`src/sv/dhs_ram.sv`:
```
module dhs_ram #(
    parameter int unsigned WIDTH = 8,
    parameter int unsigned DEPTH = 16
) (
    input  logic                     clk,
    input  logic                     we,
    input  logic [$clog2(DEPTH)-1:0] waddr,
    input  logic [WIDTH-1:0]         wdata,
    input  logic                     re,
    input  logic [$clog2(DEPTH)-1:0] raddr,
    output logic [WIDTH-1:0]         rdata
);

    logic [WIDTH-1:0] mem [DEPTH];

    // read returns the old contents on a same-address write
    always_ff @(posedge clk)
    begin
        if (we)
        begin
            mem[waddr] <= wdata;
        end
        if (re)
        begin
            rdata <= mem[raddr];
        end
    end

endmodule

```
`config.mk`:
```
export PLATFORM = sky130hd
export DESIGN_NAME = dhs_ram
export DESIGN_NICKNAME = d
export VERILOG_FILES = /design/src/sv/dhs_ram.sv
export SDC_FILE = /design/constraint.sdc
export NUM_CORES = 1
export LEC_CHECK = 0
export ABC_AREA = 1
export ABC_CLOCK_PERIOD_IN_PS = 1550
export BUFFER_PORTS_ARGS = -buffer_cell sky130_fd_sc_hd__clkbuf_2
export CORE_UTILIZATION = 30
export CTS_CLUSTER_DIAMETER = 120
export DETAILED_ROUTE_END_ITERATION = 8
export GPL_ROUTABILITY_DRIVEN = 1
export PLACE_DENSITY = 0.55
export RECOVER_POWER = 25
export SETUP_SLACK_MARGIN = 0.15
export SYNTH_ARGS = -nofsm -noshare
export SYNTH_HDL_FRONTEND = slang
export SYNTH_SLANG_ARGS = --single-unit
```
`constraint.sdc`:
```
create_clock -name clk -period 1.55 [get_ports clk]
set_input_delay 0.31 -clock clk [delete_from_list [all_inputs] [get_ports clk]]
set_output_delay 0.31 -clock clk [all_outputs]
set_load 0.02 [all_outputs]
```
After elaboration in Yosys (flattened, before gate mapping)
Memory sizes are Yosys's and may differ from the RTL's. A register that Yosys moved wholly into a read port is not among the register bits.
Cells that the tools add are included.

storage, ports and cells
  memories kept = 1
  bits in writable memories = 128
  bits in registers = 0
  input bits = 19
  bits in read-only memories = 0
  latch bits = 0
  word-level logic and storage cells = 3
  output and inout bits = 8

operators by class
  $add $sub $neg = 0
  shift-type cells = 0
  reductions and logical operators = 0
  bitwise operators = 0
  divide/modulo/power cells = 0
  $mul = 0
  order comparisons = 0
  eq/ne operators = 0
  muxes and demuxes = 2

memories
  name  words  width  rd ports  clocked after memory_dff  write ports  RTL line  RTL
  mem   16     8      1         1                         1            14        logic [WIDTH-1:0] mem [DEPTH];

operators with widths
  kind              number
  2-to-1 mux 1 bit  2

Logic depth before layout (Yosys ltp)
  word-level depth = 2
  depth in mapped cells = 8
  mapped depth without buffers = 7

Least setup slack after synthesis
Ideal clock, no wire load.

  path kind = input-to-reg
  from = in waddr[2]
  to = mem mem[10][0], enable pin
  cell stages on the path = 2
  required time = 1.180 ns
  arrival time = 0.891 ns
  library setup time = 0.370 ns
  slack = 0.289 ns
  path buffers = 0
  cell sequence = nand3b_1 -> nor2_1

RTL lines
  item         RTL line  RTL
  from (decl)  7         input logic [$clog2(DEPTH)-1:0] waddr,
  to (decl)    14

Straight into the memory's write port.

Worst setup path in the final report
  from = reg rdata[7], read port of mem
  to = out rdata[7]

RTL lines
  item         RTL line  RTL
  from (decl)  11        output logic [WIDTH-1:0] rdata

No word-level cell between the ends.

==> metrics.md <==
| Metric | Value |
|---|---|
| Status | completed |
| Register area share after synthesis | 0.698 |
| # Post-CTS Setup Buffers | 0 |
| Hpwl dp | 8570 um |
| RSZ-0062 raised after global routing | false |
| CP required | 1.24 ns |
| CTS tree | built |
| Final #Nets | 621 |
| Starting Density | 0.309 |
| Yosys cell types | 11 |
| Die H | 142 um |
| Largest net degree at the start of global routing | 33 |
| Clock sinks | 136 |
| Initial DRC Count | 253 |
| Via count | 3809 |
| Routed len/inst | 14.7 um |
| Critical R2R Launch | mem[15][1] |
| Hold-fix buffers, CTS | 0 |
| Placed insts | 843 |
| Placed cell area | 6460 um^2 |
| Routed vias/inst | 4.36 |
| Worst EP arrival | 1.04 ns |
| Synth Warn # | 0 |
| DR pass1 iterations | 4 |
| ANT cells | 0 |
| Io pins | 27 |
| Final Hold Fails | 0 |
| Vias in the first global route | 3878 |
| Worst Hold Path Cells | 1 |
| Fmax | 741 MHz |
| Core area | 18900 um^2 |
| Post-route DRC | 0 |
| Port Buffers | 26 |
| Final ANT Viol Nets | 0 |
| Least-Margin Pin Slew | 0.723 ns |
| Cells after synthesis | 551 |
| Post-synthesis cell area | 5850 um^2 |
| CP Class | register to output pin |
| Min Hold Slack | 0.366 ns |
| Worst Hold End | mem[11][0] |
| Placer congestion estimate | 0.813 |
| Synth Register Bits | 136 |
| Worst-path clk slew | 0.05 ns |
| Power Density | 1180 nW/um^2 |
| Slowest cell on the critical path | edfxtp_1 |
| Setup TNS | 0 ns |
| Mean Syn Cell Area | 10.6 um^2 |
| Crit. End Element | output pin |
| Final Skew | 0.00456 ns |
| Final global-route overflow total | 0 |
| Setup WS post-layout | 0.201 ns |
| Leak | 0.00296 uW |
| Synthesis-to-layout area growth | 19.0% |
| Worst-path cell chain | clkbuf_2 |
| Cell area after layout | 6960 um^2 |
| Final Slew Violations | 0 |
| # resized after CTS | 0 |
| Reg2reg setup slack | 0.49 ns |
| Layout cells sized above 1 | 0.119 |
| Total CTS buffers | 17 |
| Root Buffer | clkbuf_16 |
| Final worst-path cycle share | 0.871 |
| Clock Latency Late Sink | 0.42 ns |
| Worst IR Drop VDD | 0.000860 V |
| Final setup violation count | 0 |
| Worst R2R End | rdata[1] |
| Fin crit period | 1.35 ns |
| Finished Layout Cells | 873 |
| Routed WL | 12800 um |
| Crit-path max cell delay | 0.44 ns |
| Hold Crit Start | wdata[0] |
| Hold Path Class | input pin to register |
| GRT Overall Usage | 0.141 |
| H-tree Lvls | 4 |
| Setup crit start kind | register |
| Die area | 20100 um^2 |
| WP buf/inv | 1 |
| Max_cap viols | 0 |
| Initial antenna violation count | 0 |
| Die width | 142 um |
| Num rows | 50 |
| Max-slew headroom | 0.518 |
| CP delay by family, top | flip-flops |
| Syn Nets | 570 |
| Clock Tree Buf Depth | 2 |
| Pre-CTS WS | 0.0556 ns |
| CP max FO | 1 |
| First-pass GRT wire length | 20500 um |
| Reg2Reg Depth | 6 |
## placed cells by master (no fill, tap or decap), types with 8 or more instances in the layout
cell type,instances
nand2_1,173
edfxtp_1,136
inv_1,100
nand3_1,97
buf_4,22
clkbuf_2,21
nor2_1,17
clkbuf_16,17
clkbuf_1,11
buf_12,8
## worst max path at each step
stage | endpoint | cells past startpoint | startpoint | slack [ns]
3_3_place_gp | rdata[0] | 6 | raddr[1] | 0.06
3_5_place_dp | rdata[0] | 6 | raddr[1] | 0.06
5_1_grt | rdata[7] | 1 | rdata[7] | 0.17
2_1_floorplan | mem[10][0] | 2 | waddr[2] | 0.29
6_report | rdata[7] | 1 | rdata[7] | 0.20
4_1_cts | rdata[7] | 1 | rdata[7] | 0.18
## cell families (layout without fill, tap and decap cells)
logic type	Yosys count	after routing	share of synthesized area
buffers and inverters	126	188	0.0939
DFF	136	136	0.698
and+or+nand+nor	289	289	0.208
## cell usage after synthesis
library cell	count	area [um^2]
buf_1	1	3.75
buf_2	13	65.1
buf_4	4	30.0
buf_6	6	67.6
edfxtp_1	136	4080
inv_1	100	375
inv_2	2	7.51
nand2_1	173	649
nand3_1	97	485
nand3b_1	2	15.0
nor2_1	17	63.8
## through the flow
stage           util  power, uW
3_3_place_gp   0.342       4790
6_report       0.368       8180
3_5_place_dp   0.342       4790
2_1_floorplan      -       4550
5_1_grt        0.368       8470
4_1_cts        0.369       8260
## registers in the layout, summed over array words and instances, names as in the netlist
name / flops
mem: 128
rdata: 8
## power breakdown
part / internal, uW / switching (uW)
registers: 4150 / 26.1
clock network: 2150 / 1320
logic: 179 / 357
## layer usage
metal | track usage | share of wire | wire (um) | vias up
li1 | - | - | - | 1886
met1 | 0.183 | 0.46 | 5920 | 1815
met2 | 0.219 | 0.47 | 5990 | 90
met3 | 0.0395 | 0.057 | 733 | 18
met4 | 0.0611 | 0.014 | 179 | 0
met5 | 0 | 0 | 0 | -
## cell type report
type | count | area [um^2]
clock inverter | 7 | 55.1
fill | 1947 | 11900
sequential | 136 | 4080
multi-input combinational | 289 | 1210
timing repair buffer | 56 | 449
clock buffer | 23 | 448
tap | 260 | 325
inverter | 102 | 383
No activity file was read; power rests on OpenSTA's default activity.
